[src/rtl/core/nrmc_pkg.sv]
`timescale 1ns / 1ps

package nrmc_pkg;

    localparam logic [3:0] FRAC_DIGITS = 4'd5;

    localparam logic [3:0] TIME_INT_DIGITS = 4'd6;
    localparam logic [3:0] LAT_INT_DIGITS  = 4'd4;
    localparam logic [3:0] LON_INT_DIGITS  = 4'd5;
    localparam logic [3:0] NO_FRAC         = 4'd0;
    localparam logic [3:0] FRAC_START      = 4'd8;
    localparam logic [3:0] DATE_DIGITS     = 4'd6;
    localparam logic [3:0] MAX_DIGITS      = 4'd10;

    localparam logic [4:0] ZONE_RESET = 5'd8;
    localparam logic [3:0] COMMA_MAX  = 4'd15;
    localparam logic [3:0] COMMA_FULL = 4'd11;
    localparam logic [2:0] PREFIX_DONE = 3'd5;
    localparam logic [2:0] PREFIX_TALKER = 3'd2;
    localparam logic [2:0] PREFIX_TYPE   = 3'd4;
    localparam logic [1:0] MODE_DELAY    = 2'd3;

    localparam logic [7:0] CH_DOLLAR = 8'h24;
    localparam logic [7:0] CH_COMMA  = 8'h2C;
    localparam logic [7:0] CH_DOT    = 8'h2E;
    localparam logic [7:0] CH_ZERO   = 8'h30;
    localparam logic [7:0] CH_NINE   = 8'h39;
    localparam logic [7:0] CH_A      = 8'h41;
    localparam logic [7:0] CH_E      = 8'h45;
    localparam logic [7:0] CH_M      = 8'h4D;
    localparam logic [7:0] CH_N      = 8'h4E;
    localparam logic [7:0] CH_V      = 8'h56;
    localparam logic [7:0] CH_CR     = 8'h0D;
    localparam logic [7:0] CH_LF     = 8'h0A;

    // field number = commas seen so far
    localparam logic [3:0] FLD_TIME   = 4'd1;
    localparam logic [3:0] FLD_STATUS = 4'd2;
    localparam logic [3:0] FLD_LAT    = 4'd3;
    localparam logic [3:0] FLD_NS     = 4'd4;
    localparam logic [3:0] FLD_LON    = 4'd5;
    localparam logic [3:0] FLD_EW     = 4'd6;
    localparam logic [3:0] FLD_DATE   = 4'd9;
    localparam logic [3:0] FLD_MODE   = 4'd10;

    localparam logic [7:0] HOURS_DAY = 8'd24;

    typedef struct packed {
        logic [39:0] digits;
        logic [3:0]  count;
    } num_upd_t;

    function automatic logic is_digit(input logic [7:0] b);
        return (b >= CH_ZERO) && (b <= CH_NINE);
    endfunction

    function automatic logic [39:0] put_nibble(input logic [39:0] r, input logic [3:0] pos,
                                               input logic [3:0] total, input logic [3:0] d);
        logic [3:0]  idx;
        logic [39:0] res;
        idx = total - 4'd1 - pos;
        res = r;
        if ((pos < total) && (total <= MAX_DIGITS))
        begin
            res = r | ({36'd0, d} << {idx, 2'b00});
        end
        return res;
    endfunction

    function automatic num_upd_t take_number(input logic [39:0] r, input logic [3:0] dc,
                                             input logic [7:0] b, input logic [3:0] int_digits,
                                             input logic [3:0] frac);
        num_upd_t   u;
        logic [3:0] total;
        logic [3:0] fpos;
        u.digits = r;
        u.count  = dc;
        total    = int_digits + frac;
        fpos     = dc - FRAC_START;
        if (b == CH_DOT)
        begin
            if (dc < FRAC_START)
            begin
                u.count = FRAC_START;
            end
        end
        else if (is_digit(b))
        begin
            if (dc < FRAC_START)
            begin
                if (dc < int_digits)
                begin
                    u.digits = put_nibble(r, dc, total, b[3:0]);
                    u.count  = dc + 4'd1;
                end
            end
            else if (fpos < frac)
            begin
                u.digits = put_nibble(r, int_digits + fpos, total, b[3:0]);
                u.count  = dc + 4'd1;
            end
        end
        return u;
    endfunction

    // x mod 24 = 8 * ((x >> 3) mod 3) + (x mod 8); the mod 3 folds base-4 digits
    function automatic logic [4:0] mod_24(input logic [7:0] x);
        logic [2:0] s;
        logic [1:0] m3;
        s = {1'b0, x[4:3]} + {1'b0, x[6:5]} + {2'b00, x[7]};
        if (s >= 3'd6)
        begin
            m3 = 2'(s - 3'd6);
        end
        else if (s >= 3'd3)
        begin
            m3 = 2'(s - 3'd3);
        end
        else
        begin
            m3 = s[1:0];
        end
        return {m3, x[2:0]};
    endfunction

    function automatic logic [7:0] hour_to_bcd(input logic [4:0] h);
        logic [7:0] res;
        if (h >= 5'd20)
        begin
            res = {4'd2, 4'(h - 5'd20)};
        end
        else if (h >= 5'd10)
        begin
            res = {4'd1, 4'(h - 5'd10)};
        end
        else
        begin
            res = {4'd0, h[3:0]};
        end
        return res;
    endfunction

endpackage

[src/rtl/core/nrmc_ifs.sv]
`timescale 1ns / 1ps

interface nrmc_rx_if;
    logic       valid;
    logic       ready;
    logic [7:0] rx_byte;

    modport source (output valid, output rx_byte, input ready);
    modport sink   (input valid, input rx_byte, output ready);
endinterface

interface nrmc_cfg_if;
    logic       valid;
    logic       ready;
    logic [4:0] zone_offset_hours;

    modport source (output valid, output zone_offset_hours, input ready);
    modport sink   (input valid, input zone_offset_hours, output ready);
endinterface

interface nrmc_res_if;
    logic        valid;
    logic        ready;
    logic        valid_res;
    logic        fix_active;
    logic [23:0] utc_time_bcd;
    logic [23:0] local_time_bcd;
    logic [23:0] date_bcd;
    logic [35:0] latitude_bcd;
    logic        north;
    logic [39:0] longitude_bcd;
    logic        east;
    logic [7:0]  mode_char;

    modport source (output valid, output valid_res, output fix_active, output utc_time_bcd,
                    output local_time_bcd, output date_bcd, output latitude_bcd, output north,
                    output longitude_bcd, output east, output mode_char, input ready);
    modport sink   (input valid, input valid_res, input fix_active, input utc_time_bcd,
                    input local_time_bcd, input date_bcd, input latitude_bcd, input north,
                    input longitude_bcd, input east, input mode_char, output ready);
endinterface

[src/rtl/core/nmea_rmc_sentence_parser.sv]
`timescale 1ns / 1ps

// NMEA 0183 RMC parser, one received byte per request on rx. A '$' opens a sentence;
// talker/type bytes are checked for an RMC sentence, then time, status, latitude, N/S,
// longitude, E/W, date (reordered to yymmdd) and the mode byte are packed as BCD.
// A CR or LF closing an RMC sentence emits one request on res; local time is the UTC
// hour plus zone_offset_hours, modulo 24 (cfg, write only while idle; resets to 8).
// Throughput is one byte per clock unless the input stalls as below. Each byte is parsed
// in the cycle after it is accepted into the input register, and a result is registered
// on res when the CR or LF that closes its sentence advances out of the input register.
// The result register stalls the input only when a second RMC sentence end arrives while
// the previous result has not been taken.
module nmea_rmc_sentence_parser
    import nrmc_pkg::*;
(
    input  logic         clk,
    input  logic         rst_n,
    nrmc_rx_if.sink      rx,
    nrmc_cfg_if.sink     cfg,
    nrmc_res_if.source   res
);

    logic [4:0]  zone_reg;

    logic        st_valid_reg;
    logic [7:0]  st_byte_reg;

    logic        in_sentence_reg, in_sentence_next;
    logic [2:0]  prefix_reg, prefix_next;
    logic        is_rmc_reg, is_rmc_next;
    logic [3:0]  comma_reg, comma_next;
    logic [3:0]  digit_reg, digit_next;
    logic [1:0]  after_date_reg, after_date_next;
    logic [23:0] time_reg, time_next;
    logic [23:0] date_reg, date_next;
    logic [35:0] lat_reg, lat_next;
    logic [39:0] lon_reg, lon_next;
    logic [1:0]  hemi_reg, hemi_next;
    logic        fix_reg, fix_next;
    logic [7:0]  mode_reg, mode_next;

    logic        emit;
    logic        advance;
    logic        out_valid_reg;

    logic [7:0]  b;
    num_upd_t    num;
    logic [3:0]  date_pos;
    logic [39:0] date_wide;
    logic [7:0]  utc_hours;
    logic [4:0]  loc_hours;

    assign b = st_byte_reg;

    // a byte that ends no sentence may pass even while a result waits
    assign advance  = st_valid_reg && (!out_valid_reg || res.ready || !emit);
    assign rx.ready = !st_valid_reg || advance;
    assign cfg.ready = 1'b1;
    assign res.valid = out_valid_reg;

    always_comb
    begin
        in_sentence_next = in_sentence_reg;
        prefix_next      = prefix_reg;
        is_rmc_next      = is_rmc_reg;
        comma_next       = comma_reg;
        digit_next       = digit_reg;
        after_date_next  = after_date_reg;
        time_next        = time_reg;
        date_next        = date_reg;
        lat_next         = lat_reg;
        lon_next         = lon_reg;
        hemi_next        = hemi_reg;
        fix_next         = fix_reg;
        mode_next        = mode_reg;
        emit             = 1'b0;
        num              = '0;
        date_pos         = '0;
        date_wide        = '0;

        if (b == CH_DOLLAR)
        begin
            in_sentence_next = 1'b1;
            prefix_next      = 3'd1;
            is_rmc_next      = 1'b1;
            comma_next       = '0;
            digit_next       = '0;
            after_date_next  = '0;
            time_next        = '0;
            date_next        = '0;
            lat_next         = '0;
            lon_next         = '0;
            hemi_next        = '0;
            mode_next        = '0;
        end
        else if (!in_sentence_reg)
        begin
            // outside a sentence: nothing to do
        end
        else if ((b == CH_CR) || (b == CH_LF))
        begin
            in_sentence_next = 1'b0;
            emit = is_rmc_reg && (prefix_reg == PREFIX_DONE);
        end
        else if (prefix_reg < PREFIX_DONE)
        begin
            if ((prefix_reg == PREFIX_TALKER) && (b != CH_N))
            begin
                is_rmc_next = 1'b0;
            end
            if ((prefix_reg == PREFIX_TYPE) && (b != CH_M))
            begin
                is_rmc_next = 1'b0;
            end
            prefix_next = prefix_reg + 3'd1;
        end
        else if (is_rmc_reg)
        begin
            if (after_date_reg != 2'd0)
            begin
                if (after_date_reg == 2'd1)
                begin
                    mode_next = b;
                end
                after_date_next = after_date_reg - 2'd1;
            end

            if (b == CH_COMMA)
            begin
                if (comma_reg < COMMA_MAX)
                begin
                    comma_next = comma_reg + 4'd1;
                end
                digit_next = '0;
                case (comma_next)
                    FLD_TIME:   time_next = '0;
                    FLD_LAT:    lat_next = '0;
                    FLD_NS:     hemi_next[0] = 1'b0;
                    FLD_LON:    lon_next = '0;
                    FLD_EW:     hemi_next[1] = 1'b0;
                    FLD_DATE:   date_next = '0;
                    FLD_MODE:   after_date_next = MODE_DELAY;
                    default:    ;
                endcase
            end
            else
            begin
                case (comma_reg)
                    FLD_TIME:
                    begin
                        num = take_number({16'd0, time_reg}, digit_reg, b,
                                          TIME_INT_DIGITS, NO_FRAC);
                        time_next  = num.digits[23:0];
                        digit_next = num.count;
                    end
                    FLD_STATUS:
                    begin
                        if (digit_reg == 4'd0)
                        begin
                            if (b == CH_A)
                            begin
                                fix_next = 1'b1;
                            end
                            else if (b == CH_V)
                            begin
                                fix_next = 1'b0;
                            end
                            digit_next = 4'd1;
                        end
                    end
                    FLD_LAT:
                    begin
                        num = take_number({4'd0, lat_reg}, digit_reg, b,
                                          LAT_INT_DIGITS, FRAC_DIGITS);
                        lat_next   = num.digits[35:0];
                        digit_next = num.count;
                    end
                    FLD_NS:
                    begin
                        if (digit_reg == 4'd0)
                        begin
                            if (b == CH_N)
                            begin
                                hemi_next[0] = 1'b1;
                            end
                            digit_next = 4'd1;
                        end
                    end
                    FLD_LON:
                    begin
                        num = take_number(lon_reg, digit_reg, b,
                                          LON_INT_DIGITS, FRAC_DIGITS);
                        lon_next   = num.digits;
                        digit_next = num.count;
                    end
                    FLD_EW:
                    begin
                        if (digit_reg == 4'd0)
                        begin
                            if (b == CH_E)
                            begin
                                hemi_next[1] = 1'b1;
                            end
                            digit_next = 4'd1;
                        end
                    end
                    FLD_DATE:
                    begin
                        if (is_digit(b) && (digit_reg < DATE_DIGITS))
                        begin
                            // ddmmyy in, yymmdd out
                            date_pos   = {1'b0, 2'd2 - digit_reg[2:1], digit_reg[0]};
                            date_wide  = put_nibble({16'd0, date_reg}, date_pos,
                                                    DATE_DIGITS, b[3:0]);
                            date_next  = date_wide[23:0];
                            digit_next = digit_reg + 4'd1;
                        end
                    end
                    default: ;
                endcase
            end
        end
    end

    assign utc_hours = {1'b0, time_reg[23:20], 3'b000} + {3'b000, time_reg[23:20], 1'b0}
                     + {4'd0, time_reg[19:16]};
    assign loc_hours = mod_24(utc_hours + {3'd0, zone_reg});

    always_ff @(posedge clk or negedge rst_n)
    begin
        if (!rst_n)
        begin
            zone_reg        <= ZONE_RESET;
            st_valid_reg    <= 1'b0;
            in_sentence_reg <= 1'b0;
            prefix_reg      <= '0;
            is_rmc_reg      <= 1'b0;
            comma_reg       <= '0;
            digit_reg       <= '0;
            after_date_reg  <= '0;
            time_reg        <= '0;
            date_reg        <= '0;
            lat_reg         <= '0;
            lon_reg         <= '0;
            hemi_reg        <= '0;
            fix_reg         <= 1'b0;
            mode_reg        <= '0;
            out_valid_reg   <= 1'b0;
        end
        else
        begin
            if (cfg.valid)
            begin
                zone_reg <= cfg.zone_offset_hours;
            end

            if (rx.valid && rx.ready)
            begin
                st_valid_reg <= 1'b1;
            end
            else if (advance)
            begin
                st_valid_reg <= 1'b0;
            end

            if (advance)
            begin
                in_sentence_reg <= in_sentence_next;
                prefix_reg      <= prefix_next;
                is_rmc_reg      <= is_rmc_next;
                comma_reg       <= comma_next;
                digit_reg       <= digit_next;
                after_date_reg  <= after_date_next;
                time_reg        <= time_next;
                date_reg        <= date_next;
                lat_reg         <= lat_next;
                lon_reg         <= lon_next;
                hemi_reg        <= hemi_next;
                fix_reg         <= fix_next;
                mode_reg        <= mode_next;
            end

            if (advance && emit)
            begin
                out_valid_reg <= 1'b1;
            end
            else if (res.ready)
            begin
                out_valid_reg <= 1'b0;
            end
        end
    end

    always_ff @(posedge clk)
    begin
        if (rx.valid && rx.ready)
        begin
            st_byte_reg <= rx.rx_byte;
        end

        if (advance && emit)
        begin
            res.valid_res      <= (comma_reg >= COMMA_FULL);
            res.fix_active     <= fix_reg;
            res.utc_time_bcd   <= time_reg;
            res.local_time_bcd <= {hour_to_bcd(loc_hours), time_reg[15:0]};
            res.date_bcd       <= date_reg;
            res.latitude_bcd   <= lat_reg;
            res.north          <= hemi_reg[0];
            res.longitude_bcd  <= lon_reg;
            res.east           <= hemi_reg[1];
            res.mode_char      <= mode_reg;
        end
    end

endmodule

[src/flat_wrapper.sv]
// flat-port wrapper written by rule: the top's interface ports become plain ports
module nmea_rmc_sentence_parser_flat import nrmc_pkg::*;
  (clk, rst_n, rx_valid, rx_rx_byte, rx_ready, cfg_valid, cfg_zone_offset_hours, cfg_ready, res_valid, res_valid_res, res_fix_active, res_utc_time_bcd, res_local_time_bcd, res_date_bcd, res_latitude_bcd, res_north, res_longitude_bcd, res_east, res_mode_char, res_ready);
  nrmc_rx_if rx_i ();
  nrmc_cfg_if cfg_i ();
  nrmc_res_if res_i ();
  input  logic clk;
  input  logic rst_n;
  input wire logic [$bits(rx_i.valid)-1:0] rx_valid;
  input wire logic [$bits(rx_i.rx_byte)-1:0] rx_rx_byte;
  output wire logic [$bits(rx_i.ready)-1:0] rx_ready;
  input wire logic [$bits(cfg_i.valid)-1:0] cfg_valid;
  input wire logic [$bits(cfg_i.zone_offset_hours)-1:0] cfg_zone_offset_hours;
  output wire logic [$bits(cfg_i.ready)-1:0] cfg_ready;
  output wire logic [$bits(res_i.valid)-1:0] res_valid;
  output wire logic [$bits(res_i.valid_res)-1:0] res_valid_res;
  output wire logic [$bits(res_i.fix_active)-1:0] res_fix_active;
  output wire logic [$bits(res_i.utc_time_bcd)-1:0] res_utc_time_bcd;
  output wire logic [$bits(res_i.local_time_bcd)-1:0] res_local_time_bcd;
  output wire logic [$bits(res_i.date_bcd)-1:0] res_date_bcd;
  output wire logic [$bits(res_i.latitude_bcd)-1:0] res_latitude_bcd;
  output wire logic [$bits(res_i.north)-1:0] res_north;
  output wire logic [$bits(res_i.longitude_bcd)-1:0] res_longitude_bcd;
  output wire logic [$bits(res_i.east)-1:0] res_east;
  output wire logic [$bits(res_i.mode_char)-1:0] res_mode_char;
  input wire logic [$bits(res_i.ready)-1:0] res_ready;
  assign rx_i.valid = rx_valid;
  assign rx_i.rx_byte = rx_rx_byte;
  assign rx_ready = rx_i.ready;
  assign cfg_i.valid = cfg_valid;
  assign cfg_i.zone_offset_hours = cfg_zone_offset_hours;
  assign cfg_ready = cfg_i.ready;
  assign res_valid = res_i.valid;
  assign res_valid_res = res_i.valid_res;
  assign res_fix_active = res_i.fix_active;
  assign res_utc_time_bcd = res_i.utc_time_bcd;
  assign res_local_time_bcd = res_i.local_time_bcd;
  assign res_date_bcd = res_i.date_bcd;
  assign res_latitude_bcd = res_i.latitude_bcd;
  assign res_north = res_i.north;
  assign res_longitude_bcd = res_i.longitude_bcd;
  assign res_east = res_i.east;
  assign res_mode_char = res_i.mode_char;
  assign res_i.ready = res_ready;
  nmea_rmc_sentence_parser u_core (.clk(clk), .rst_n(rst_n), .rx(rx_i), .cfg(cfg_i), .res(res_i));
endmodule
[config.mk]
export PLATFORM = sky130hd
export DESIGN_NAME = nmea_rmc_sentence_parser_flat
export DESIGN_NICKNAME = d
export VERILOG_FILES = /design/src/rtl/core/nrmc_pkg.sv /design/src/rtl/core/nrmc_ifs.sv /design/src/rtl/core/nmea_rmc_sentence_parser.sv /design/src/flat_wrapper.sv
export SDC_FILE = /design/constraint.sdc
export NUM_CORES = 1
export LEC_CHECK = 0
export ABC_AREA = 1
export ABC_CLOCK_PERIOD_IN_PS = 13700
export BUFFER_PORTS_ARGS = -buffer_cell sky130_fd_sc_hd__buf_2
export CORE_MARGIN = 3
export CORE_UTILIZATION = 40
export DETAILED_ROUTE_END_ITERATION = 7
export PLACE_DENSITY = 0.61
export SLEW_MARGIN = 20
export SYNTH_ARGS = -nofsm -noshare
export SYNTH_HDL_FRONTEND = slang
export SYNTH_SLANG_ARGS = --single-unit
[constraint.sdc]
create_clock -name clk -period 13.7 [get_ports clk]
set_clock_uncertainty 0.1 [all_clocks]
set_input_delay 2.74 -clock clk [delete_from_list [all_inputs] [get_ports clk]]
set_output_delay 2.74 -clock clk [all_outputs]
set_load 0.02 [all_outputs]
==> impl_metrics.env <==
export IMPL_row_count=69
export IMPL_outcome="finished clean"
export IMPL_htree_levels=2
export IMPL_startpoint_type="input port"
export IMPL_drt_iter0_markers=939
export IMPL_clockBufferDepth=3
export IMPL_critPathRequiredTime_ns=10.86
export IMPL_dp_hpwl_um=23600
export IMPL_die_x_um=197
export IMPL_dpl_worst_slack_ns=7.57
export IMPL_vias_per_cell=5.31
export IMPL_cts_buffers=35
export IMPL_antenna_found_initial=0
export IMPL_ios=181
export IMPL_synth_top_area_share_pct=30.9
export IMPL_highest_layer="met4"
export IMPL_root_buffer="clkbuf_16"
export IMPL_wire_per_inst_um=17.5
export IMPL_synth_main_ff_cell="dfrtp_1"
export IMPL_drive_gt1_share_pct=16.8
export IMPL_worstSetupPathType="in2out"
export IMPL_dieArea_um2=38800
export IMPL_cp_max_fo=2
export IMPL_fmax_mhz=163
export IMPL_ir_drop_mv=0.0706
export IMPL_postLayoutSetupSlackWorst_ns=7.56
export IMPL_p_leak_nw=7.39
export IMPL_hold_viol=0
export IMPL_drv_slew=0
export IMPL_finalPower_mw=1.94
export IMPL_cts_sinks=307
export IMPL_yosys_area_top_type="edfxtp_1"
export IMPL_syn_avg_cell_area_um2=9.71
export IMPL_grt_overflow=0
export IMPL_gp_routability_congestion=0.846
export IMPL_cts_hold_buf=0
export IMPL_initial_utilization_pct=40.8
export IMPL_clock_latency_ns=0.54
export IMPL_rr_worst_depth=24
export IMPL_die_y_um=197
export IMPL_clkTransAtPathRegs_ns=0.06
export IMPL_finalCritPeriodShare_pct=44.8
export IMPL_nets=1683
export IMPL_grt_pass1_wl_um=58800
export IMPL_rsz0062_at_grt="no"
export IMPL_syn_area_um2=14600
export IMPL_ant_nets=0
export IMPL_grt_start_max_net_pins=143
export IMPL_met1_length_um=16600
export IMPL_drtPass1Iterations=5
export IMPL_maxCapViolations=0
export IMPL_antenna_cells=0
export IMPL_dpl_cell_area_um2=15600
export IMPL_wl_met2_um=17300
export IMPL_drc=0
export IMPL_ys_ff_latch=307
export IMPL_dr_total_vias=11189
export IMPL_post_cts_resized=0
export IMPL_filler_cell_count=3376
export IMPL_hold_class="reg2reg"
export IMPL_synth_cell_type_count=42
export IMPL_stdcell_area_um2=16700
export IMPL_min_period_ns=6.14
export IMPL_endpoint_kind="primary output"
export IMPL_worst_pin_slew_ns=1.09
export IMPL_synth_area_leaders="edfxtp_1 31%, dfrtp_1 27%, nand2_1 8.0%, nor2_1 3.6%, o21ai_1 3.4%"
export IMPL_dr_wl_met3_um=2230
export IMPL_p_per_area_nw_per_um2=116
export IMPL_syn_inst=1504
export IMPL_hold_path_depth=0
export IMPL_area_growth_syn_to_layout_pct=14.7
export IMPL_r2r_slack_ns=8.78
export IMPL_post_cts_setup_buffers=0
export IMPL_finalSetupViolations=0
export IMPL_cp_arrival_ns=3.30
export IMPL_cts_tree="yes"
export IMPL_ys_async_sr_fraction_pct=51.1
export IMPL_multiInputGateArea_um2=5300
export IMPL_io_buffers=177
export IMPL_gr_usage_all_layers_pct=19.0
export IMPL_yosys_warnings=0
export IMPL_wl_um=36900
export IMPL_core_um2=35700
export IMPL_setup_tns_ns=0
export IMPL_maxSlewHeadroom_pct=27.3
export IMPL_seq_area_um2=8430
export IMPL_first_global_vias=10611
export IMPL_seq_area_frac_synth_pct=57.8
export IMPL_synth_edf_count=150
[Yosys cell counts (all sizes together) (2+ instances only)]
library cell and number:
mux2 3, nor2 148, nand2 318, o21bai 44, conb 2, inv 95
nand3b 4, o22ai 3, a31oi 17, clkbuf 51, nor3 24, o211ai 44
a211oi 2, o21ai 171, buf 56, fa 8, edfxtp 150, ha 36
a21oi 32, nand4 39, xor2 10, o31ai 6, dfrtp 156, nand3 79
[cell families after synthesis]
logic type | synth area share [%]
AOI/OAI and AO/OA | 12.9
xor gates and xnor gates | 0.711
buffers and inverters | 6.22
other | 0.0515
muxes | 0.231
DFF | 57.8
adders and majority gates | 4.18
and+or+nand+nor | 17.9
[path summary, 6_finish.rpt]
check,from,endpoint
worst max register to register,u_core.time_reg[20],u_core.res.local_time_bcd[17]
worst min-delay path,u_core.mode_reg[2],u_core.res.mode_char[2]
worst max-delay path,res_ready,rx_ready
worst min register to register,u_core.mode_reg[2],u_core.res.mode_char[2]
max in group asynchronous,rst_n,u_core.date_reg[11]
min in group asynchronous,rst_n,u_core.lon_reg[2]
[critical path, stage by stage]
cell and delay [ns]:
buf_2 0.11, nor2_1 0.14, nand4_1 0.13, buf_2 0.18
[area by class of cell]
type | count | share of cell area, %
Sequential cell | 307 | 50.4
Multi-Input combinational cell | 995 | 31.7
Clock buffer | 50 | 6.00
Tap cell | 461 | 3.45
Clock inverter | 14 | 0.508
Inverter | 96 | 2.15
Timing Repair Buffer | 186 | 5.81
[cells in the final DEF, fill, tap and decap left out, types with 2 or more instances in the layout]
master	count
a211oi_1	2
a21oi_1	32
a31oi_1	17
buf_2	176
buf_4	8
clkbuf_1	9
clkbuf_16	36
clkbuf_8	5
clkinv_1	4
clkinv_2	8
conb_1	3
dfrtp_1	156
edfxtp_1	150
fa_1	8
ha_1	36
inv_1	87
inv_2	8
mux2_2	3
nand2_1	312
nand2_2	2
nand2_4	3
nand3_1	78
nand3b_1	4
nand4_1	39
nor2_1	137
nor2_2	8
nor2_4	3
nor3_1	23
o211ai_1	44
o21ai_0	66
o21ai_1	100
o21ai_2	5
o21bai_1	44
o22ai_1	3
o31ai_1	6
xor2_1	9
[stage by stage]
stage | utilization, % | std cells | hold WS (ns)
6_report | 46.8 | 2109 | 0.344
5_1_grt | 46.8 | 2109 | 0.357
4_1_cts | 46.8 | 2109 | 0.343
3_5_place_dp | 43.8 | 2045 | 0.333
3_3_place_gp | 43.8 | 2045 | 0.334
2_1_floorplan | - | 1505 | 0.320
[power breakdown]
group	total, mW	internal (mW)	switching, mW
clock network	0.888	0.513	0.375
logic	0.0668	0.0209	0.0459
registers	0.981	0.971	0.0101
[layer usage]
| metal | track usage (%) | vias to the layer above |
|---|---|---|
| li1 | - | 5386 |
| met1 | 26.7 | 5378 |
| met2 | 30.4 | 367 |
| met3 | 3.07 | 58 |
| met4 | 5.99 | 0 |
| met5 | 0 | - |
(Power assumes the default switching activity.)
